$ cat src/lags_pkg.sv
`timescale 1ns / 1ps

package lags_pkg;

    // Default sizing of the top level
    localparam int DEF_MAX_COLS   = 1024;
    localparam int DEF_MAX_ROWS   = 1024;
    localparam int DEF_SCORE_BITS = 24;

    // Fixed field widths
    localparam int LEN_W       = 11;
    localparam int GAP_W       = 12;
    localparam int CELL_W      = 16;
    localparam int OUT_SCORE_W = 23;
    localparam int OUT_POS_W   = 11;
    localparam int CFG_IDX_W   = 2;
    localparam int CFG_DATA_W  = 12;

    // Register reset values
    localparam logic [LEN_W-1:0] RST_ROW_LENGTH = 11'd1024;
    localparam logic [GAP_W-1:0] RST_GAP_OPEN   = 12'd160;
    localparam logic [GAP_W-1:0] RST_GAP_EXTEND = 12'd16;

    // Largest reportable score
    localparam logic [OUT_SCORE_W-1:0] OUT_SCORE_MAX = '1;

    // Configuration register map
    typedef enum logic [CFG_IDX_W-1:0] {
        REG_ROW_LENGTH = 2'd0,
        REG_GAP_OPEN   = 2'd1,
        REG_GAP_EXTEND = 2'd2
    } t_cfg_reg;

    typedef struct packed {
        logic [LEN_W-1:0] row_length;
        logic [GAP_W-1:0] gap_open;
        logic [GAP_W-1:0] gap_extend;
    } t_cfg;

    // Control for the cell stage
    typedef struct packed {
        logic fire;
        logic last;
        logic first_row;
        logic first_col;
    } t_cell_ctl;

endpackage

$ cat src/lags_cell.sv
`timescale 1ns / 1ps

module lags_cell #(
    parameter int SCORE_BITS = lags_pkg::DEF_SCORE_BITS,
    parameter int COL_W      = 11,
    parameter int ROW_W      = 11
) (
    input  logic                                i_clk,
    input  logic                                i_rst_n,
    input  lags_pkg::t_cell_ctl                 i_ctl,
    input  logic [ROW_W-1:0]                    i_row,
    input  logic [COL_W-1:0]                    i_col,
    input  logic signed [lags_pkg::CELL_W-1:0]  i_score,
    input  logic [2*SCORE_BITS-1:0]             i_rd_data,
    input  lags_pkg::t_cfg                      i_cfg,
    output logic                                o_wr_en,
    output logic [2*SCORE_BITS-1:0]             o_wr_data,
    output logic                                o_out_valid,
    input  logic                                i_out_ready,
    output logic [lags_pkg::OUT_SCORE_W-1:0]    o_best_score,
    output logic [lags_pkg::OUT_POS_W-1:0]      o_end_row,
    output logic [lags_pkg::OUT_POS_W-1:0]      o_end_col
);

    localparam int WB = SCORE_BITS + 2;
    localparam logic signed [WB-1:0] SAT_HI = {3'b000, {(SCORE_BITS-1){1'b1}}};
    localparam logic signed [WB-1:0] SAT_LO = {3'b111, {(SCORE_BITS-1){1'b0}}};

    function automatic logic signed [SCORE_BITS-1:0] sat(input logic signed [WB-1:0] x);
        logic signed [SCORE_BITS-1:0] res;
        if (x > SAT_HI) begin
            res = SAT_HI[SCORE_BITS-1:0];
        end else if (x < SAT_LO) begin
            res = SAT_LO[SCORE_BITS-1:0];
        end else begin
            res = x[SCORE_BITS-1:0];
        end
        return res;
    endfunction

    logic signed [WB-1:0]           g_w, h_w, m_w, neg_g_w;
    logic signed [SCORE_BITS-1:0]   neg_g;
    logic signed [SCORE_BITS-1:0]   rd_best, rd_vgap;
    logic signed [SCORE_BITS-1:0]   up_c, up_d, diag, left, hgap;
    logic signed [SCORE_BITS-1:0]   ev_o, ev_e, ev, dv_o, dv_e, dv;
    logic signed [SCORE_BITS-1:0]   cv0, cv1, cv;
    logic signed [SCORE_BITS-1:0]   cv_f, dv_f, ev_f;
    logic                           upd;
    logic signed [SCORE_BITS-1:0]   bs_sel;
    logic [ROW_W-1:0]               row_sel;
    logic [COL_W-1:0]               col_sel;
    logic signed [63:0]             bs64;
    logic [lags_pkg::OUT_SCORE_W-1:0] bs_out;

    logic signed [SCORE_BITS-1:0]   r_diag, r_left, r_hgap;
    logic signed [SCORE_BITS-1:0]   r_max;
    logic [ROW_W-1:0]               r_max_row;
    logic [COL_W-1:0]               r_max_col;
    logic                           r_out_valid;
    logic [lags_pkg::OUT_SCORE_W-1:0] r_best_score;
    logic [lags_pkg::OUT_POS_W-1:0] r_end_row, r_end_col;

    // Penalties widened to the working width
    always_comb begin
        g_w     = $signed(WB'(i_cfg.gap_open));
        h_w     = $signed(WB'(i_cfg.gap_extend));
        m_w     = g_w + h_w;
        neg_g_w = -g_w;
        neg_g   = neg_g_w[SCORE_BITS-1:0];
        rd_best = i_rd_data[2*SCORE_BITS-1:SCORE_BITS];
        rd_vgap = i_rd_data[SCORE_BITS-1:0];
    end

    // Neighbour values, forced at the matrix edges
    always_comb begin
        up_c = i_ctl.first_row ? '0 : rd_best;
        up_d = i_ctl.first_row ? neg_g : rd_vgap;
        diag = i_ctl.first_col ? '0 : r_diag;
        left = i_ctl.first_col ? '0 : r_left;
        hgap = i_ctl.first_col ? neg_g : r_hgap;
    end

    // Gotoh recurrence with saturating arithmetic
    always_comb begin
        ev_o = sat(WB'(left) - m_w);
        ev_e = sat(WB'(hgap) - h_w);
        ev   = (ev_o > ev_e) ? ev_o : ev_e;
        dv_o = sat(WB'(up_c) - m_w);
        dv_e = sat(WB'(up_d) - h_w);
        dv   = (dv_o > dv_e) ? dv_o : dv_e;
        cv0  = sat(WB'(diag) + WB'(i_score));
        cv1  = (ev > cv0) ? ev : cv0;
        cv   = (dv > cv1) ? dv : cv1;
        // local alignment: negative cell restarts at zero
        cv_f = cv[SCORE_BITS-1] ? '0 : cv;
        dv_f = cv[SCORE_BITS-1] ? neg_g : dv;
        ev_f = cv[SCORE_BITS-1] ? neg_g : ev;
    end

    // Running maximum including this cell, and clamped result score
    always_comb begin
        upd     = cv_f > r_max;
        bs_sel  = upd ? cv_f : r_max;
        row_sel = upd ? i_row : r_max_row;
        col_sel = upd ? i_col : r_max_col;
        bs64    = 64'(bs_sel);
        if (bs_sel[SCORE_BITS-1]) begin
            bs_out = '0;
        end else if (bs64 > $signed(64'(lags_pkg::OUT_SCORE_MAX))) begin
            bs_out = lags_pkg::OUT_SCORE_MAX;
        end else begin
            bs_out = lags_pkg::OUT_SCORE_W'(bs64);
        end
    end

    assign o_wr_en   = i_ctl.fire;
    assign o_wr_data = {cv_f, dv_f};

    // Within-row carried values
    always_ff @(posedge i_clk) begin
        if (i_ctl.fire) begin
            r_diag <= up_c;
            r_left <= cv_f;
            r_hgap <= ev_f;
        end
    end

    // Best cell tracking, restarted after the final cell
    always_ff @(posedge i_clk) begin
        if (!i_rst_n) begin
            r_max     <= '1;
            r_max_row <= '0;
            r_max_col <= '0;
        end else if (i_ctl.fire) begin
            if (i_ctl.last) begin
                r_max     <= '1;
                r_max_row <= '0;
                r_max_col <= '0;
            end else if (upd) begin
                r_max     <= cv_f;
                r_max_row <= i_row;
                r_max_col <= i_col;
            end
        end
    end

    // Result slot
    always_ff @(posedge i_clk) begin
        if (!i_rst_n) begin
            r_out_valid <= 1'b0;
        end else if (i_ctl.fire && i_ctl.last) begin
            r_out_valid <= 1'b1;
        end else if (i_out_ready) begin
            r_out_valid <= 1'b0;
        end
    end

    always_ff @(posedge i_clk) begin
        if (i_ctl.fire && i_ctl.last) begin
            r_best_score <= bs_out;
            r_end_row    <= lags_pkg::OUT_POS_W'(row_sel);
            r_end_col    <= lags_pkg::OUT_POS_W'(col_sel);
        end
    end

    assign o_out_valid  = r_out_valid;
    assign o_best_score = r_best_score;
    assign o_end_row    = r_end_row;
    assign o_end_col    = r_end_col;

endmodule

$ cat config.mk
export PLATFORM = sky130hd
export DESIGN_NAME = lags_cell
export DESIGN_NICKNAME = d
export VERILOG_FILES = /design/src/lags_pkg.sv /design/src/lags_cell.sv
export SDC_FILE = /design/constraint.sdc
export NUM_CORES = 1
export LEC_CHECK = 0
export BUFFER_PORTS_ARGS = -buffer_cell sky130_fd_sc_hd__buf_2
export CAP_MARGIN = 20
export CORE_UTILIZATION = 48
export CTS_CLUSTER_SIZE = 12
export DETAILED_ROUTE_END_ITERATION = 10
export GPL_TIMING_DRIVEN = 0
export PLACE_DENSITY = 0.73
export SLEW_MARGIN = 30
export SYNTH_ARGS = -nofsm -noshare
export SYNTH_HDL_FRONTEND = slang
export SYNTH_SLANG_ARGS = --single-unit
$ cat constraint.sdc
create_clock -name i_clk -period 31.6 [get_ports i_clk]
set_input_delay 1.58 -clock i_clk [delete_from_list [all_inputs] [get_ports i_clk]]
set_output_delay 1.58 -clock i_clk [all_outputs]
set_load 0.1 [all_outputs]
==> impl_metrics.ini <==
[cts]
root_buffer = clkbuf_16
insertion_delay_ps = 470
clock_path_buffers = 2
htreeDepth = 4
cts.sinks = 163
cts_buffers = 17
cts_resized = 0
cts_tree = yes
post_cts_buffers = 0
holdBufCountCts = 0
clk_pin_slew_ps = 70

[routing]
drtAntennaViolNets = 0
wl_per_cell_um = 24.7
drtIter0Drc = 2038
via_per_inst = 6.30
vias = 18100
drc_errors = 0
wl_mm = 71.2
drtPass1Iterations = 6

[floorplan]
rows = 69
coreArea_um2 = 35900
pin_count = 223
die_w_um = 194
start_util = 0.493
fp.dieH_um = 194
die_area_um2 = 37600

[placement]
io_buffers = 210
place_ws_ps = 9500
placedCellCount = 2847
hpwl_mm = 59.3
gp_congestion = 1.04

[sta]
rsz0062_at_grt = no
layout_setup_ws_ps = 9550
fmax_mhz = 45.3
setup_viol = 0
slew_violations = 0
holdWs_ps = 476
layout_min_cycle_time_ps = 22050
finalHoldViolCount = 0
timing.final.crit_share = 0.698
tns_ps = 0
fin_skew_ps = 21.7
max_slew_margin = 0.298
worstMarginPinSlew_ps = 1040

[layout]
area_delta_synth_final_pct = 12.9
final_net_count = 2738
drive_gt1_frac = 0.145
regArea_um2 = 4420
stdcell_count = 2879
n_fill_cell = 3427
final_cell_mix = nand2_1, buf_2, ha_1, nor2_1, a21oi_1
antennaDiodeCount = 0
layout_commonest_cell = nand2_1
multi_input_area_um2 = 12500

[outcome]
status = complete, no violations

[setup_path]
regToRegEndpoint = r_max[10]
required_ps = 31990
crit_end = r_max[10]
cpMaxStageDelayCell = o311ai_0
slowest_delay_ps = 780
r2r_cells = 58
r2r-start = r_hgap[6]
arrival_ps = 22440
startpoint = i_ctl[0]
endpoint_kind = flop
startpoint_type = input port
cpMostUsedCell = clkbuf_1
reg2reg_slack_ps = 13300
crit_fanout = 10
crit_type = input port to flop

[hold_path]
hold_class = flop to flop

[logic_synthesis]
synth.distinct_cells = 82
synth_top_area_share = 0.197
postSynthCellCount = 2174
synthArstFlopShare = 0
synth_top_area_cell = edfxtp_1
synthTopCellsByArea = edfxtp_1, ha_1, dfxtp_1, nand2_1, a21oi_1
yosysWarnings = 0
synth_edf_count = 116
synth_ff_type = edfxtp_1
synth.net_count = 2507
synth.avg_cell_area_um2 = 8.14
ys_ff_latch = 163
syn_area_um2 = 17700
seq_area_frac_synth = 0.250

[run]
cap_violations = 0

[global_routing]
grt_pass1_vias = 17500
grtUsageTotal = 0.375
antenna_found_initial = 0
grt_first_pass_wirelength_mm = 106
overflow = 0
grt_max_degree = 45
## logic make-up (layout without fill, tap and decap cells)
family	Yosys count	count (layout)	synth area share
AND/OR/NAND/NOR	780	780	0.214
AO/OA/AOI/OAI	626	626	0.235
adder cells (fa/ha/maj)	209	209	0.150
buffers and inverters	206	450	0.0463
flip-flops	163	163	0.250
XOR/XNOR	103	103	0.0518
multiplexers	86	86	0.0528
other	1	1	0.000212
## critical path, delay by kind of cell
family | cells | cell delay, ps
adders and majority gates | 5 | 1430
buffers and inverters | 19 | 8240
muxes | 2 | 1060
AOI/OAI and AO/OA | 25 | 6790
and+or+nand+nor | 13 | 3310
## worst min path at each step
stage / startpoint / cells after the start / slack [ps] / endpoint
floorplan: r_max[18] / 2 / 440 / r_max[18]
global placement: r_max[22] / 2 / 450 / r_max[22]
detailed placement: r_max[1] / 2 / 460 / r_max[1]
CTS: r_max[1] / 2 / 480 / r_max[1]
global route: r_max[7] / 2 / 490 / r_max[7]
finish: r_max[1] / 2 / 480 / r_max[1]
## cell usage after synthesis, types with 10 or more instances
cell and count:
nand4_1 30, ha_1 199, mux2i_1 28, nand2_1 229, mux2_2 58, a211oi_1 17
and4_1 11, nor4_1 10, xnor2_1 65, inv_1 119, a211o_1 13, nor2_1 183
nor2b_1 104, clkbuf_1 60, xor2_1 37, o21ai_0 128, nor3_1 41, and2_1 31
o21bai_1 11, and3_1 12, nand2b_1 27, or3_1 21, o31ai_1 20, a21o_1 67
or2_2 14, a31o_2 10, edfxtp_1 116, a22oi_1 30, o211ai_1 17, o21a_1 27
nand3_1 50, dfxtp_1 47, a21oi_1 160, a31oi_1 27
## routing by layer
metal,share of wire,global-route usage
met1,0.42,0.493
met3,0.092,0.0743
met5,0,0
met4,0.048,0.185
met2,0.44,0.588
## cell type report
| type | count | area share |
|---|---|---|
| multi-input cells | 1805 | 0.624 |
| repair buffers | 212 | 0.0548 |
| clock buffers | 20 | 0.0234 |
| well taps | 461 | 0.0289 |
| clock inverters | 12 | 0.00689 |
| inverters | 122 | 0.0229 |
| flip-flops and latches | 163 | 0.222 |
| plain buffers | 84 | 0.0180 |
## registers in the layout (all words and copies together) (netlist names)
signal,cells
o_end_row,11
o_end_col,11
r_left,23
r_max,24
r_max_col,11
o_out_valid,1
o_best_score,23
r_diag,24
r_hgap,24
r_max_row,11
## stage by stage
| stage | area, um^2 | util |
|---|---|---|
| 2_1_floorplan | 17700 | - |
| 3_3_place_gp | 19300 | 0.538 |
| 3_5_place_dp | 19400 | 0.539 |
| 4_1_cts | 20000 | 0.556 |
| 5_1_grt | 20000 | 0.556 |
| 6_report | 20000 | 0.556 |
Power is left out: the tool's default activity adds up to more than one toggle a clock period on the data nets, which glitch-free logic cannot reach.
