File: config.mk
export PLATFORM = sky130hd
export DESIGN_NAME = lags_cfg
export DESIGN_NICKNAME = d
export VERILOG_FILES = /design/src/lags_pkg.sv /design/src/lags_cfg.sv
export SDC_FILE = /design/constraint.sdc
export NUM_CORES = 1
export LEC_CHECK = 0
export CORE_UTILIZATION = 30
export DETAILED_ROUTE_END_ITERATION = 8
export DONT_BUFFER_PORTS = 1
export HOLD_SLACK_MARGIN = 0.08
export SLEW_MARGIN = 0
export SYNTH_ARGS = -nofsm -noshare
export SYNTH_HDL_FRONTEND = slang
export SYNTH_SLANG_ARGS = --single-unit
File: constraint.sdc
create_clock -name i_clk -period 2.1 [get_ports i_clk]
set_clock_uncertainty 0.1 [all_clocks]
set_input_delay 0.21 -clock i_clk [delete_from_list [all_inputs] [get_ports i_clk]]
set_output_delay 0.21 -clock i_clk [all_outputs]
set_load 0.02 [all_outputs]
File: src/lags_pkg.sv
`timescale 1ns / 1ps

package lags_pkg;

    // Default sizing of the top level
    localparam int DEF_MAX_COLS   = 1024;
    localparam int DEF_MAX_ROWS   = 1024;
    localparam int DEF_SCORE_BITS = 24;

    // Fixed field widths
    localparam int LEN_W       = 11;
    localparam int GAP_W       = 12;
    localparam int CELL_W      = 16;
    localparam int OUT_SCORE_W = 23;
    localparam int OUT_POS_W   = 11;
    localparam int CFG_IDX_W   = 2;
    localparam int CFG_DATA_W  = 12;

    // Register reset values
    localparam logic [LEN_W-1:0] RST_ROW_LENGTH = 11'd1024;
    localparam logic [GAP_W-1:0] RST_GAP_OPEN   = 12'd160;
    localparam logic [GAP_W-1:0] RST_GAP_EXTEND = 12'd16;

    // Largest reportable score
    localparam logic [OUT_SCORE_W-1:0] OUT_SCORE_MAX = '1;

    // Configuration register map
    typedef enum logic [CFG_IDX_W-1:0] {
        REG_ROW_LENGTH = 2'd0,
        REG_GAP_OPEN   = 2'd1,
        REG_GAP_EXTEND = 2'd2
    } t_cfg_reg;

    typedef struct packed {
        logic [LEN_W-1:0] row_length;
        logic [GAP_W-1:0] gap_open;
        logic [GAP_W-1:0] gap_extend;
    } t_cfg;

    // Control for the cell stage
    typedef struct packed {
        logic fire;
        logic last;
        logic first_row;
        logic first_col;
    } t_cell_ctl;

endpackage

File: src/lags_cfg.sv
`timescale 1ns / 1ps

module lags_cfg (
    input  logic                                i_clk,
    input  logic                                i_rst_n,
    input  logic                                i_cfg_valid,
    output logic                                o_cfg_ready,
    input  logic [lags_pkg::CFG_IDX_W-1:0]      i_cfg_index,
    input  logic [lags_pkg::CFG_DATA_W-1:0]     i_cfg_data,
    output lags_pkg::t_cfg                      o_cfg
);

    lags_pkg::t_cfg r_cfg;

    assign o_cfg_ready = 1'b1;
    assign o_cfg       = r_cfg;

    // Register write decode; unused index is dropped
    always_ff @(posedge i_clk) begin
        if (!i_rst_n) begin
            r_cfg.row_length <= lags_pkg::RST_ROW_LENGTH;
            r_cfg.gap_open   <= lags_pkg::RST_GAP_OPEN;
            r_cfg.gap_extend <= lags_pkg::RST_GAP_EXTEND;
        end else if (i_cfg_valid) begin
            unique case (lags_pkg::t_cfg_reg'(i_cfg_index))
                lags_pkg::REG_ROW_LENGTH: begin
                    r_cfg.row_length <= i_cfg_data[lags_pkg::LEN_W-1:0];
                end
                lags_pkg::REG_GAP_OPEN: begin
                    r_cfg.gap_open <= i_cfg_data[lags_pkg::GAP_W-1:0];
                end
                lags_pkg::REG_GAP_EXTEND: begin
                    r_cfg.gap_extend <= i_cfg_data[lags_pkg::GAP_W-1:0];
                end
                default: begin
                end
            endcase
        end
    end

endmodule

==> impl_metrics.json, run 1 <==
{
  "synth_xor_area_share_pct": 0,
  "path_buf_inv": 2,
  "worstSkewPairLatency_ns": 0.28,
  "start_util_pct": 31.06,
  "multi_input_area_um2": 590.6,
  "fill_cells": 426,
  "required_ns": 2.22,
  "synth_fp_nets": 150,
  "grt-ovfl-total": 0,
  "min_path_type": "in2reg",
  "ctsHtreeMaxLevel": 2,
  "avgRoutedWirePerCell_um": 15.80,
  "diodes": 0,
  "grt_usage_pct": 13.28,
  "nets": 164,
  "syn_to_final_growth_pct": 18.41,
  "path_cells": "inv_1 > o211ai_1 > dlygate4sd3_1",
  "tns_ns": 0,
  "critPathMaxStageDelay_ns": 0.57,
  "end_kind": "flip-flop",
  "yosys.area_share.simple_pct": 17.95,
  "final_hold_viol_count": 0,
  "ys_types": 17,
  "routed_wl_mm": 3.129,
  "cellPowerDensity_mw_per_mm2": 790.9,
  "maxSlewViolCount": 0,
  "cp_top_family": "buffers and inverters",
  "clockRootBuffer": "clkbuf_8",
  "io_buffers": 0,
  "place_hpwl_mm": 2.201,
  "clock.fmax_ghz": 0.6989,
  "largest_register_ffs": 35,
  "worstPathArrival_ns": 1.55,
  "clk_pin_slew_ns": 0.06,
  "postSynthAreaPerCell_um2": 10.17,
  "fp-row-count": 24,
  "cts_sinks": 35,
  "worst_ir_drop_vdd_v": 0.0004407,
  "cpMaxStageDelayCell": "dlygate4sd3_1",
  "synth.yosys.seq_area_share_pct": 51.80,
  "antenna_found_initial": 0,
  "ys.warnings.count": 0,
  "fin_cells": 198,
  "drtAntennaViolNets": 0,
  "synthMuxAreaShare_pct": 22.94,
  "worst_slack_ns": 0.6691,
  "die_h_um": 69.15,
  "leakage_nw": 0.6895,
  "dp_cells": 178,
  "synth_compound_area_share_pct": 2.498,
  "die-area_mm2": 0.004781,
  "syn-cell-area_mm2": 0.001353,
  "finalSetupViolations": 0,
  "drtIter0Drc": 41,
  "core_mm2": 0.004354,
  "seq_area_um2": 700.7,
  "drive_above_1_share_pct": 6.849,
  "grt_max_degree": 46,
  "grt_pass1_vias": 1009,
  "timing.final.crit_share_pct": 68.14,
  "synth_top_family_by_area": "multiplexers",
  "place_ws_ns": 0.8704,
  "run_status": "finished, final reports clean",
  "synth-seq-cells": 35,
  "drv_cap": 0,
  "clk_path_buf_depth": 2,
  "cp_max_fo": 2,
  "path_class": "reg2reg",
  "start_kind": "flip-flop",
  "io_pins": 53,
  "rsz0062_at_grt": "false",
  "synthCells": 133,
  "cts_tree": "built",
  "fin_crit_ns": 1.431,
  "cts_made_buffers": 5,
  "drc_errors": 0,
  "via_per_inst": 4.848,
  "synthAdderAreaFrac_pct": 0,
  "grt_pass1_wl_mm": 4.871,
  "drt_first_pass_iters": 4,
  "gp_congestion": 0.7235,
  "dieWidth_um": 69.15,
  "dr_total_vias": 960
}
==> per-layer routing <==
layer / GRT usage [%] / share of wire, % / vias to the layer above
met5: 0 / 0 / -
met4: 7.483 / 1.3 / 0
met3: 5.263 / 9.0 / 5
met2: 22.87 / 51 / 33
met1: 13.59 / 38 / 457
li1: - / - / 465
==> cell families (layout without fill, tap and decap cells) <==
kind of cell	after synthesis	in the layout
AND/OR/NAND/NOR	51	51
flip-flops	35	35
multiplexers	31	31
buffers and inverters	11	24
AO/OA/AOI/OAI	4	4
other	1	1
==> worst reg2reg max path, cell delays in order (launching register included) <==
cell           delay, ns
dfxtp_1             0.46
inv_1               0.07
o211ai_1            0.17
dlygate4sd3_1       0.57
==> cell usage after synthesis (all sizes together) <==
| master | instances | share of area [%] |
|---|---|---|
| dfxtp | 35 | 52 |
| mux2i | 31 | 23 |
| inv | 2 | 0.56 |
| buf | 7 | 3.4 |
| and4b | 3 | 2.2 |
| nor3b | 1 | 0.92 |
| and3b | 1 | 0.65 |
| conb | 1 | 0.28 |
| nand3b | 2 | 1.4 |
| a211o | 3 | 1.9 |
| o211ai | 1 | 0.56 |
| clkbuf | 2 | 0.56 |
| nand2 | 43 | 12 |
| nand4bb | 1 | 0.83 |
==> repair_timing <==
action                                 CTS  global route
resized for setup                        0             0
hold buffers                            14             0
buffers inserted                         0             0
setup endpoints to repair                0             0
endpoints found under the hold margin   35             0
==> area by class of cell <==
cell class | instances | share of cell area [%]
inverter | 2 | 0.4687
timing repair buffer | 16 | 10.31
sequential | 35 | 43.75
tap | 52 | 4.062
multi-input combinational | 87 | 36.87
clock buffer | 6 | 4.531
==> path summary, 6_finish.rpt <==
kind,start,endpoint,slack [ns],cells after the start
max,o_cfg[34],o_cfg[34],0.67,3
min,i_cfg_index[0],o_cfg[17],0.11,2
max reg2reg,o_cfg[34],o_cfg[34],0.67,3
min reg2reg,o_cfg[23],o_cfg[23],0.46,2
==> through the flow <==
step	total power [W]	utilization (%)	hold WS [ns]	cell area [um2]
after floorplan	0.0008130	-	0.2715	1353
after global placement	0.0008132	31.67	0.2082	1379
after detailed placement	0.0008170	31.67	0.2076	1379
after CTS	0.001284	36.78	0.1052	1602
after global routing	0.001327	36.78	0.1100	1602
final	0.001267	36.78	0.1110	1602
==> layout by cell type, fill, tap and decap left out, types with 2 or more instances in the layout <==
cell type	synthesis	routed
clkbuf_8	0	5
inv_1	2	2
buf_4	2	2
and4b_1	3	3
a211o_1	3	3
nand2_1	43	43
dfxtp_1	35	35
mux2i_1	31	31
dlygate4sd3_1	0	13
==> power by group <==
group	switching, W	total, W	internal, W
Combinational	0.0000484	0.0000984	0.0000499
Clock	0.000210	0.000430	0.000221
Sequential	0.0000489	0.000738	0.000689
Power figures use the tool's default switching activity.
==> run 2: changes to the inputs <==
Clock period 2.1 ns to 1.4 ns, I/O delays scaled along.
==> run 2 against run 1 <==
  * Sequential share of layout area down 1.4 points
  * Cell area grew 3.4%
  * Clock power up 57%
  * Sequential power increased by 50%
  * Worst hold slack lost 0.022 ns
  * Flip-flop and latch count stayed put
  * Largest power group unchanged
==> impl_metrics.json, run 2 (synthesis results as in run 1) <==
{
  "path_cells": "dlygate4sd3_1 > nand3b_2 > a211o_1",
  "path_buf_inv": 1,
  "io_pins": 53,
  "worst_slack_ns": 0.1250,
  "final_hold_viol_count": 0,
  "via_per_inst": 4.805,
  "ctsHtreeMaxLevel": 2,
  "timing.final.crit_share_pct": 91.07,
  "reg2reg_to": "o_cfg[1]",
  "min_path_type": "in2reg",
  "grt-ovfl-total": 0,
  "drtIter0Drc": 25,
  "end_kind": "flip-flop",
  "place_ws_ns": 0.4075,
  "cp_top_family": "buffers and inverters",
  "grt_usage_pct": 13.69,
  "drtAntennaViolNets": 0,
  "place_hpwl_mm": 2.130,
  "regToRegSetupSlack_ns": 0.52,
  "final_cell_mix": "43 x nand2_1, 35 x dfxtp_1, 31 x mux2i_1",
  "cpMaxStageDelayCell": "dlygate4sd3_1",
  "nets": 169,
  "cts_resized": 0,
  "syn_to_final_growth_pct": 22.39,
  "io_buffers": 0,
  "worstPathArrival_ns": 1.34,
  "worstSkewPairLatency_ns": 0.28,
  "finalSetupViolations": 0,
  "fp-row-count": 24,
  "tns_ns": 0,
  "antenna_found_initial": 0,
  "r2r-start": "o_cfg[1]",
  "required_ns": 1.47,
  "routed_wl_mm": 3.056,
  "cts_tree": "built",
  "die-area_mm2": 0.004781,
  "path_class": "in2reg",
  "dp_cells": 180,
  "start_kind": "primary input",
  "cp_max_fo": 6,
  "largest_register_ffs": 35,
  "drt_first_pass_iters": 4,
  "drive_above_1_share_pct": 8.497,
  "leakage_nw": 0.7190,
  "rsz0062_at_grt": "false",
  "cp-endpoint": "o_cfg[17]",
  "avgRoutedWirePerCell_um": 14.91,
  "clk_pin_slew_ns": 0.07,
  "critPathMaxStageDelay_ns": 0.65,
  "gp_congestion": 0.6979,
  "dieWidth_um": 69.15,
  "worstSetupStartpoint": "i_cfg_valid",
  "r2r_cells": 2,
  "fin_crit_ns": 1.275,
  "grt_pass1_wl_mm": 5.064,
  "grt_max_degree": 46,
  "hold_buffers": 17,
  "die_h_um": 69.15,
  "cts_made_buffers": 5,
  "start_util_pct": 31.06,
  "maxSlewViolCount": 0,
  "dr_total_vias": 985,
  "cp_num_cells": 3,
  "clk_path_buf_depth": 2,
  "run_status": "finished, final reports clean",
  "clockRootBuffer": "clkbuf_8",
  "final_common_cell": "nand2_1",
  "cellPowerDensity_mw_per_mm2": 1175,
  "post_cts_buffers": 0,
  "drv_cap": 0,
  "worst_ir_drop_vdd_v": 0.0006675,
  "cts_sinks": 35,
  "clock.fmax_ghz": 0.7843,
  "grt_pass1_vias": 1014,
  "fin_cells": 205,
  "diodes": 0,
  "core_mm2": 0.004354,
  "drc_errors": 0
}
run 2: cell count changes in the layout (fill, tap and decap cells not counted):
| cell | change |
|---|---|
| dlygate4sd3_1 | +3 |
| clkbuf_1 | +1 |
| clkinv_2 | +1 |
| buf_4 | +2 |
run 2: how the worst min path moves through the flow:
| stage | slack (ns) | to | depth (start not counted) | startpoint |
|---|---|---|---|---|
| floorplan | 0.20 | o_cfg[10] | 2 | i_cfg_data[10] |
| global placement | 0.14 | o_cfg[34] | 1 | i_rst_n |
| detailed placement | 0.14 | o_cfg[34] | 1 | i_rst_n |
| CTS | 0.09 | o_cfg[4] | 2 | i_cfg_index[0] |
| global route | 0.09 | o_cfg[4] | 2 | i_cfg_index[0] |
| finish | 0.09 | o_cfg[13] | 2 | i_cfg_index[1] |
run 2: final cells by class:
| cell class | count | area, um2 |
|---|---|---|
| clock buffers | 7 | 76.32 |
| clock inverters | 1 | 5.005 |
| fillers | 418 | 2699 |
| inverters | 2 | 7.507 |
| multi-input cells | 87 | 590.6 |
| flip-flops and latches | 35 | 700.7 |
| well taps | 52 | 65.06 |
| repair buffers | 21 | 210.2 |
run 2: per-stage QoR:
stage	power [W]	hold WS [ns]	area, um2	utilization [%]
after floorplan	0.001219	0.2015	1353	-
after global placement	0.001222	0.1374	1394	32.01
after detailed placement	0.001226	0.1379	1394	32.01
after CTS	0.001978	0.08708	1655	38.02
after global routing	0.002051	0.08830	1655	38.02
final	0.001946	0.08897	1655	38.02
run 2: metal layers:
metal  wire (um)  up-vias  GRT usage (%)  part of all wire [%]
li1            -      484              -                     -
met1        1204      451          14.00                    39
met2        1521       41          23.09                    50
met3         254        9          6.579                   8.3
met4          76        0          7.029                   2.5
met5           0        -              0                     0
run 2: where the power goes:
| group | switching (W) | total, W | internal (W) |
|---|---|---|---|
| Clock | 0.000329 | 0.000677 | 0.000348 |
| Sequential | 0.0000721 | 0.00111 | 0.00103 |
| Combinational | 0.0000799 | 0.000163 | 0.0000830 |
| Total | 0.000481 | 0.00195 | 0.00146 |
