## src/lags_pkg.sv

```systemverilog
`timescale 1ns / 1ps

package lags_pkg;

    // Default sizing of the top level
    localparam int DEF_MAX_COLS   = 1024;
    localparam int DEF_MAX_ROWS   = 1024;
    localparam int DEF_SCORE_BITS = 24;

    // Fixed field widths
    localparam int LEN_W       = 11;
    localparam int GAP_W       = 12;
    localparam int CELL_W      = 16;
    localparam int OUT_SCORE_W = 23;
    localparam int OUT_POS_W   = 11;
    localparam int CFG_IDX_W   = 2;
    localparam int CFG_DATA_W  = 12;

    // Register reset values
    localparam logic [LEN_W-1:0] RST_ROW_LENGTH = 11'd1024;
    localparam logic [GAP_W-1:0] RST_GAP_OPEN   = 12'd160;
    localparam logic [GAP_W-1:0] RST_GAP_EXTEND = 12'd16;

    // Largest reportable score
    localparam logic [OUT_SCORE_W-1:0] OUT_SCORE_MAX = '1;

    // Configuration register map
    typedef enum logic [CFG_IDX_W-1:0] {
        REG_ROW_LENGTH = 2'd0,
        REG_GAP_OPEN   = 2'd1,
        REG_GAP_EXTEND = 2'd2
    } t_cfg_reg;

    typedef struct packed {
        logic [LEN_W-1:0] row_length;
        logic [GAP_W-1:0] gap_open;
        logic [GAP_W-1:0] gap_extend;
    } t_cfg;

    // Control for the cell stage
    typedef struct packed {
        logic fire;
        logic last;
        logic first_row;
        logic first_col;
    } t_cell_ctl;

endpackage

```

## src/lags_seq.sv

```systemverilog
`timescale 1ns / 1ps

module lags_seq #(
    parameter int MAX_COLS = lags_pkg::DEF_MAX_COLS,
    parameter int MAX_ROWS = lags_pkg::DEF_MAX_ROWS,
    parameter int COL_W    = 11,
    parameter int ROW_W    = 11,
    parameter int ADDR_W   = 10
) (
    input  logic                                i_clk,
    input  logic                                i_rst_n,
    input  logic                                i_in_valid,
    output logic                                o_in_ready,
    input  logic signed [lags_pkg::CELL_W-1:0]  i_cell_score,
    input  logic                                i_last_cell,
    input  logic [lags_pkg::LEN_W-1:0]          i_row_length,
    input  logic                                i_out_stall,
    output logic                                o_rd_en,
    output logic [ADDR_W-1:0]                   o_rd_addr,
    output lags_pkg::t_cell_ctl                 o_ctl,
    output logic [ADDR_W-1:0]                   o_addr,
    output logic [ROW_W-1:0]                    o_row,
    output logic [COL_W-1:0]                    o_col,
    output logic signed [lags_pkg::CELL_W-1:0]  o_score
);

    logic                               accept;
    logic                               s1_fire;
    logic [COL_W-1:0]                   len_eff;
    logic                               wrap;
    logic [COL_W-1:0]                   cur_col;
    logic [ROW_W-1:0]                   wrap_row;
    logic [ROW_W-1:0]                   cur_row;
    logic [ROW_W-1:0]                   inc_row;
    logic [ADDR_W-1:0]                  cur_addr;

    logic [COL_W-1:0]                   r_col, n_col;
    logic [ROW_W-1:0]                   r_row, n_row;

    logic                               r_s1_valid;
    logic                               r_last;
    logic                               r_first_row;
    logic                               r_first_col;
    logic [ADDR_W-1:0]                  r_addr;
    logic [ROW_W-1:0]                   r_s1_row;
    logic [COL_W-1:0]                   r_s1_col;
    logic signed [lags_pkg::CELL_W-1:0] r_score;

    // Stage 1 waits only on a final cell while a result sits untaken
    assign s1_fire    = r_s1_valid && !(r_last && i_out_stall);
    assign o_in_ready = !r_s1_valid || s1_fire;
    assign accept     = i_in_valid && o_in_ready;

    // Row length clamped to 1..MAX_COLS
    always_comb begin
        if (i_row_length == '0) begin
            len_eff = COL_W'(1);
        end else if (32'(i_row_length) > MAX_COLS) begin
            len_eff = COL_W'(MAX_COLS);
        end else begin
            len_eff = COL_W'(i_row_length);
        end
    end

    // Position of the arriving cell; a shortened row opens a new one
    always_comb begin
        wrap     = r_col > len_eff;
        wrap_row = (r_row < ROW_W'(MAX_ROWS)) ? r_row + 1'b1 : r_row;
        cur_col  = wrap ? COL_W'(1) : r_col;
        cur_row  = wrap ? wrap_row : r_row;
        inc_row  = (cur_row < ROW_W'(MAX_ROWS)) ? cur_row + 1'b1 : cur_row;
        cur_addr = ADDR_W'(cur_col - COL_W'(1));
    end

    // Next counter values after this cell
    always_comb begin
        if (i_last_cell) begin
            n_col = COL_W'(1);
            n_row = ROW_W'(1);
        end else if (cur_col >= len_eff) begin
            n_col = COL_W'(1);
            n_row = inc_row;
        end else begin
            n_col = cur_col + 1'b1;
            n_row = cur_row;
        end
    end

    // Cell counters
    always_ff @(posedge i_clk) begin
        if (!i_rst_n) begin
            r_col <= COL_W'(1);
            r_row <= ROW_W'(1);
        end else if (accept) begin
            r_col <= n_col;
            r_row <= n_row;
        end
    end

    // Stage 1 occupancy
    always_ff @(posedge i_clk) begin
        if (!i_rst_n) begin
            r_s1_valid <= 1'b0;
        end else if (accept) begin
            r_s1_valid <= 1'b1;
        end else if (s1_fire) begin
            r_s1_valid <= 1'b0;
        end
    end

    // Stage 1 payload
    always_ff @(posedge i_clk) begin
        if (accept) begin
            r_last      <= i_last_cell;
            r_first_row <= cur_row <= ROW_W'(1);
            r_first_col <= cur_col == COL_W'(1);
            r_addr      <= cur_addr;
            r_s1_row    <= cur_row;
            r_s1_col    <= cur_col;
            r_score     <= i_cell_score;
        end
    end

    assign o_rd_en         = accept;
    assign o_rd_addr       = cur_addr;
    assign o_ctl.fire      = s1_fire;
    assign o_ctl.last      = r_last;
    assign o_ctl.first_row = r_first_row;
    assign o_ctl.first_col = r_first_col;
    assign o_addr          = r_addr;
    assign o_row           = r_s1_row;
    assign o_col           = r_s1_col;
    assign o_score         = r_score;

endmodule

```

## config.mk

```make
export PLATFORM = sky130hd
export DESIGN_NAME = lags_seq
export DESIGN_NICKNAME = d
export VERILOG_FILES = /design/src/lags_pkg.sv /design/src/lags_seq.sv
export SDC_FILE = /design/constraint.sdc
export NUM_CORES = 1
export LEC_CHECK = 0
export BUFFER_PORTS_ARGS = -buffer_cell sky130_fd_sc_hd__clkbuf_2
export CAP_MARGIN = 20
export CORE_MARGIN = 1.5
export CORE_UTILIZATION = 58
export DETAILED_ROUTE_END_ITERATION = 6
export PLACE_DENSITY = 0.9
export SLEW_MARGIN = 10
export SYNTH_ARGS = -nofsm -noshare
export SYNTH_HDL_FRONTEND = slang
export SYNTH_SLANG_ARGS = --single-unit
```

## constraint.sdc

```tcl
create_clock -name i_clk -period 7.66 [get_ports i_clk]
set_input_delay 1.532 -clock i_clk [delete_from_list [all_inputs] [get_ports i_clk]]
set_output_delay 1.532 -clock i_clk [all_outputs]
set_load 0.01 [all_outputs]
```

==> results of run 1 <==
kinds of logic (layout without fill, tap and decap cells):
| group | count (synthesis) | count (layout) | share of synthesized area |
|---|---|---|---|
| fa+ha+maj | 28 | 28 | 0.0878 |
| simple gates | 144 | 144 | 0.197 |
| xor+xnor | 26 | 26 | 0.0571 |
| mux | 1 | 1 | 0.00251 |
| compound gates | 62 | 62 | 0.111 |
| flops | 74 | 74 | 0.499 |
| buf+inv | 42 | 142 | 0.0458 |
critical path, stage by stage:
cell and delay (ns):
clkbuf_2 0.10, nor4_1 0.29, a31oi_1 0.13, nor2_1 0.16, ha_1 0.17, nand3b_1 0.10
nand2_1 0.08, a221oi_2 0.35, and2_1 0.43, nor2_1 0.24, nor2_1 0.35, ha_1 0.31
nand2_1 0.12, or3_1 0.34, xnor2_1 0.19, clkbuf_2 0.17
layout make-up:
class / count / area (sq um) / area share
clock inverters: 7 / 81.3 / 0.0173
clock buffers: 9 / 124 / 0.0263
inverters: 29 / 109 / 0.0231
flip-flops and latches: 74 / 1990 / 0.423
well taps: 80 / 100 / 0.0212
repair buffers: 97 / 490 / 0.104
multi-input cells: 261 / 1810 / 0.385
flip-flops by register name, summed over array words and instances, names as in the netlist:
| register | flops |
|---|---|
| r_first_row | 1 |
| r_first_col | 1 |
| r_row | 11 |
| o_addr | 10 |
| o_row | 11 |
| o_col | 11 |
| r_last | 1 |
| r_col | 11 |
| o_score | 16 |
| r_s1_valid | 1 |
power by group through the flow:
stage / Clock (mW) / Sequential (mW) / Combinational (mW)
final: 0.314 / 0.451 / 0.0937
after global placement: 0 / 0.459 / 0.0915
after global routing: 0.331 / 0.452 / 0.103
after floorplan: 0 / 0.468 / 0.0465
after CTS: 0.316 / 0.451 / 0.0938
after detailed placement: 0 / 0.460 / 0.0932
stage by stage:
stage	std cells	total power, mW	setup WS (ns)	cell area (sq um)
floorplan	377	0.514	1.86	3990
detailed placement	541	0.553	1.06	4510
global route	557	0.886	0.705	4710
CTS	557	0.860	1.07	4710
finish	557	0.858	1.07	4710
global placement	541	0.551	1.17	4510
worst min-delay path by stage:
stage / depth (start not counted) / from / to
floorplan: 2 / r_row[6] / r_row[6]
detailed placement: 2 / r_row[6] / r_row[6]
CTS: 2 / r_row[6] / r_row[6]
global placement: 2 / r_row[6] / r_row[6]
global route: 2 / r_row[6] / r_row[6]
finish: 2 / r_row[8] / r_row[8]
synthesized netlist by cell type (all sizes together), types with 8 or more instances:
cell | number | area share
nor4 | 10 | 0.019
nand3 | 9 | 0.013
and2 | 8 | 0.013
nor3 | 10 | 0.015
nor2b | 12 | 0.019
edfxtp | 51 | 0.38
a21oi | 9 | 0.011
ha | 28 | 0.088
inv | 28 | 0.026
xnor2 | 22 | 0.048
o21ai | 19 | 0.024
dfxtp | 23 | 0.12
nor2 | 18 | 0.017
nand2 | 44 | 0.041
metal layers:
| layer | vias to the layer above | track usage |
|---|---|---|
| met5 | - | 0 |
| met4 | 0 | 0.104 |
| met3 | 18 | 0.0520 |
| met2 | 150 | 0.417 |
| met1 | 1533 | 0.346 |
| li1 | 1559 | - |
==> impl_results.md, run 1 <==
- Clock Tree Buf Depth: 2
- Starting density of the core: 0.594
- Met1 WL: 4070 um
- Min cycle time layout: 6.59 ns
- RD Place Congestion: 0.961
- Yosys cell types: 57
- Setup bufs post-CTS: 0
- Vias in the first global route: 3019
- RR Startpoint: r_col[5]
- Worst hold path type: reg2reg
- Yosys reg bits: 74
- CP startpoint: i_row_length[9]
- Clock power frac: 0.366
- Global-route wire length before repair: 14900 um
- DRT iter0 DRCs: 184
- Clock Sinks: 74
- End of the worst register-to-register path: r_row[6]
- Seq/Total Area, Yosys: 0.499
- Synth warn: 0
- Fin util: 0.701
- Total global routing overflow: 0
- Unrepaired setup endpoints after global routing: no
- Vias: 3260
- Post-synth EDFFs: 51
- Post-route ant nets: 0
- Gr usage total: 0.259
- Hold Vio Cnt, Final: 0
- WL met3: 611 um
- Reg2Reg Depth: 18
- Worst setup SP type: primary input
- Number of max-cap violations: 0
- Cts hold-fix bufs: 0
- Final setup violation count: 0
- Clock Skew: 0.0208 ns
- Inserted Clock Buffers: 9
- Nets: 532
- R2R setup slack: 2.98 ns
- Mapped Cells: 377
- Syn avg cell area: 10.6 sq um
- Area grow syn2layout: 18.1%
- Net Switching: 0.222 mW
- Clock-pin slew of the registers on the worst-case setup and hold paths: 0.09 ns
- CP required: 6.13 ns
- Fmax achieved: 152 MHz
- Final worst-path cycle share: 0.861
- Via/cell ratio: 5.85
- Most frequent cells in the layout: 95 x clkbuf_2, 51 x edfxtp_1, 44 x nand2_1
- Die Wd: 85.9 um
- # rows: 30
- Net Count, Synth: 437
- TNS Setup: 0 ns
- Fraction of registers with async set/reset: 0
- Highest routed layer: met4
- Status: finished clean
- Worst-skew pair later-pin latency: 0.36 ns
- Worst Tran Pin Value: 0.663 ns
- HPWL Detailed: 6970 um
- Diodes inserted: 0
- Root buf cell: clkbuf_8
- Worst setup EP type: output pin
- First-pass detailed-route iteration total: 5
- Register share of total power: 0.525
- Switch share: 0.259
- IO Port Bufs: 95
- DRC: 0
- Worst Hold Margin: 0.522 ns
- Slew HR: 0.557
- Peak VDD IR: 0.0000837 V
- Combinational group share of total power: 0.109
- Leak: 2.02 nW
- Die footprint: 0.00738 sq mm
- Met2 WL post-DR: 4440 um
- Main synth FF type: edfxtp_1
- Number of gates resized after CTS: 0
- Htree depth: 3
- WS Path Type: in2out
- Initial antenna violation count: 0
- Mapped Area: 0.00399 sq mm
- Layout cells sized above 1: 0.270
- IO Pins: 96
- TritonCTS clock tree: done
- Arr. time, crit path: 5.06 ns
- Die Height: 85.9 um
- Largest net degree at the start of global routing: 56
- Routed Wire Length: 9310 um
- CP max FO: 9
- P_int: 0.636 mW
- Core box area: 0.00672 sq mm
- Commonest non-fill, non-tap cell in the layout: clkbuf_2
- # fillers: 492
- Slew Viols, Final: 0
- Worst setup path endpoint: o_rd_addr[6]
- Routed len/inst: 16.7 um
- PD cells: 182 mW/mm^2
No activity file was read; power rests on OpenSTA's default activity.
==> run 2: changes to the inputs <==
RECOVER_POWER = 100   (was not set)
==> run 2 against run 1 <==
Effect of this change:
- the run now ends with max-capacitance violations, max-slew violations left
- first-iteration DRC count up 38%
- sequential power about the same
- fmax down 2.0%
- wire length rose by 1.1%
- sequential share of layout area increased by 1.2 points
- total power is 0.61% lower
- utilization down 1.9 points
- setup slack got worse by 0.14 ns
- critical path depth unchanged
- non-clock buffer count unchanged
==> impl_results.md, run 2 (same netlist as run 1, synthesis figures left out) <==
- Status: finished with violations
- Failing checks: max-capacitance violations, max-slew violations
- Min cycle time layout: 6.73 ns (+0.135 ns)
- Max incr delay on CP: 0.47 ns (+0.04 ns)
- IO Port Bufs: 95 (unchanged)
- Initial antenna violation count: 0 (unchanged)
- GR peak layer: met2
- Commonest non-fill, non-tap cell in the layout: clkbuf_1
- Hold depth: 2 (unchanged)
- Die Height: 85.9 um (unchanged)
- Clock-pin slew of the registers on the worst-case setup and hold paths: 0.09 ns (about the same)
- PD cells: 186 mW/mm^2 (+2.2%)
- Nets: 532 (unchanged)
- Hold Vio Cnt, Final: 0 (unchanged)
- TNS Setup: 0 ns (unchanged)
- Worst-skew pair later-pin latency: 0.36 ns (about the same)
- Root buf cell: clkbuf_8
- Placed Instances: 541 (unchanged)
- Met2 Use GR: 0.417 (unchanged)
- Number of max-cap violations: 1 (+1)
- Worst setup EP type: output pin
- Area post-placement: 0.00451 sq mm (unchanged)
- Die Wd: 85.9 um (unchanged)
- Hold Path Origin: r_row[7]
- Crit-path cells: clkbuf_1 -> nor4_1 -> a31oi_1 -> nor2_1 -> ha_1 -> nand3b_1 -> nand2_1 -> a221oi_1 -> and2_0 -> nor2_1 -> nor2_1 -> ha_1 -> nand2_1 -> or3_1 -> xnor2_1 -> clkbuf_1
- WS Path Type: in2out
- Worst Tran Pin Value: 2.73 ns (+2.07 ns)
- Clock power frac: 0.368 (+0.002)
- HPWL Detailed: 6970 um (unchanged)
- Largest register FFs: 16 (unchanged)
- Met1 Use GR: 0.346 (unchanged)
- Pre-CTS setup slack: 1.06 ns (unchanged)
- PnR worst setup slack: 0.930 ns (-0.135 ns)
- Reg2Reg Depth: 17 (-1)
- Post-route ant nets: 0 (unchanged)
- Clock Sinks: 74 (unchanged)
- RR Startpoint: r_col[5]
- End of the worst register-to-register path: r_col[10]
- Starting density of the core: 0.594 (unchanged)
- Worst setup SP type: primary input
- Area grow syn2layout: 14.8%
- Routed len/inst: 16.9 um (+1.1%)
- Leak: 1.79 nW (-11%)
- Most frequent cells in the layout: 70 x clkbuf_1, 51 x edfxtp_1, 44 x nand2_1
- Layout cells sized above 1: 0.111 (-0.159)
- Unrepaired setup endpoints after global routing: no
- CP required: 6.13 ns (about the same)
- RD Place Congestion: 0.961 (unchanged)
- DRC: 0 (unchanged)
- IO Pins: 96 (unchanged)
- Switch share: 0.260 (+0.000922)
- Fmax achieved: 149 MHz (-2.0%)
- Peak VDD IR: 0.0000830 V (-0.84%)
- TritonCTS clock tree: done
- Fin area: 0.00458 sq mm (-2.8%)
- DRT iter0 DRCs: 253 (+38%)
- Die footprint: 0.00738 sq mm (unchanged)
- Arr. time, crit path: 5.20 ns (+0.14 ns)
- Routed Wire Length: 9410 um (+1.1%)
- Via/cell ratio: 5.85 (about the same)
- Final worst-path cycle share: 0.879 (+0.0176)
- Total chip power: 0.853 mW (-0.61%)
- Vias: 3259 (-0.031%)
- First-pass detailed-route iteration total: 4 (-1)
- Worst hold path type: reg2reg
- Vias in the first global route: 3019 (unchanged)
- Setup bufs post-CTS: 0 (unchanged)
- Register share of total power: 0.530 (+0.005)
- Total global routing overflow: 0 (unchanged)
- Combinational group share of total power: 0.103 (-0.006)
- Clock Tree Buf Depth: 2 (unchanged)
- Most common cell on crit path: nor2_1
- CP max FO: 9 (unchanged)
- Slew Viols, Final: 56 (+56)
- Cts hold-fix bufs: 0 (unchanged)
- Hold path endpoint: r_row[7]
- Diodes inserted: 0 (unchanged)
- Final setup violation count: 0 (unchanged)
- Number of gates resized after CTS: 0 (unchanged)
- R2R setup slack: 2.68 ns (-0.30 ns)
- Slew HR: -0.822 (-1.38)
- Core box area: 0.00672 sq mm (unchanged)
- Gr usage total: 0.259 (unchanged)
- P_int: 0.631 mW (-0.74%)
- Global-route wire length before repair: 14900 um (unchanged)
- Largest net degree at the start of global routing: 56 (unchanged)
- Slowest stage cell, crit path: and2_0
- Post-Layout Cell Count: 557 (unchanged)
- Inserted Clock Buffers: 9 (unchanged)
- Met3 Use GR: 0.0520 (unchanged)
- Clock Skew: 0.0181 ns (-0.00267 ns)
- # rows: 30 (unchanged)
- Net Switching: 0.221 mW (-0.26%)
- Htree depth: 3 (unchanged)
-- run 2: changes by cell type in the layout (fill, tap and decap cells not counted), sizes merged --
cell    delta
clkinv     +1
inv        -1
buf        -2
clkbuf     +2
-- run 2: worst max-delay path by stage --
stage                         to  depth (start not counted)            start
floorplan           o_rd_addr[6]                         15  i_row_length[5]
global placement    o_rd_addr[6]                         16  i_row_length[9]
detailed placement  o_rd_addr[6]                         16  i_row_length[9]
CTS                 o_rd_addr[6]                         16  i_row_length[9]
global route        o_rd_addr[6]                         16  i_row_length[9]
finish              o_rd_addr[6]                         16  i_row_length[9]
-- run 2: stage by stage --
stage | utilization | hold WS [ns]
2_1_floorplan | - | 0.452
3_3_place_gp | 0.671 | 0.485
3_5_place_dp | 0.671 | 0.502
4_1_cts | 0.701 | 0.518
5_1_grt | 0.682 | 0.558
6_report | 0.682 | 0.520
-- run 2: layer usage --
layer | up-vias | wire, um
met5 | - | 0
met4 | 0 | 214
met3 | 20 | 669
met2 | 142 | 4470
met1 | 1533 | 4060
li1 | 1564 | -
-- run 2: worst max-delay path, delay by kind of cell --
family                   cells  cell delay [ns]
adder cells (fa/ha/maj)      2             0.49
AND/OR/NAND/NOR              9             2.18
XOR/XNOR                     1             0.19
AO/OA/AOI/OAI                2             0.51
buffers and inverters        2             0.27
-- run 2: final cells by class --
| class | instances | area [sq um] |
|---|---|---|
| clock buffer | 9 | 124 |
| multi-input combinational | 261 | 1780 |
| inverter | 29 | 109 |
| clock inverter | 7 | 81.3 |
| tap | 80 | 100 |
| sequential | 74 | 1990 |
| fill | 542 | 2140 |
| timing repair buffer | 97 | 398 |
-- run 2: power by group through the flow --
| stage | Sequential [mW] | Clock (mW) | Combinational, mW |
|---|---|---|---|
| after floorplan | 0.468 | 0 | 0.0465 |
| after global placement | 0.459 | 0 | 0.0915 |
| after detailed placement | 0.460 | 0 | 0.0932 |
| after CTS | 0.451 | 0.316 | 0.0938 |
| after global routing | 0.453 | 0.331 | 0.0966 |
| final | 0.452 | 0.313 | 0.0876 |
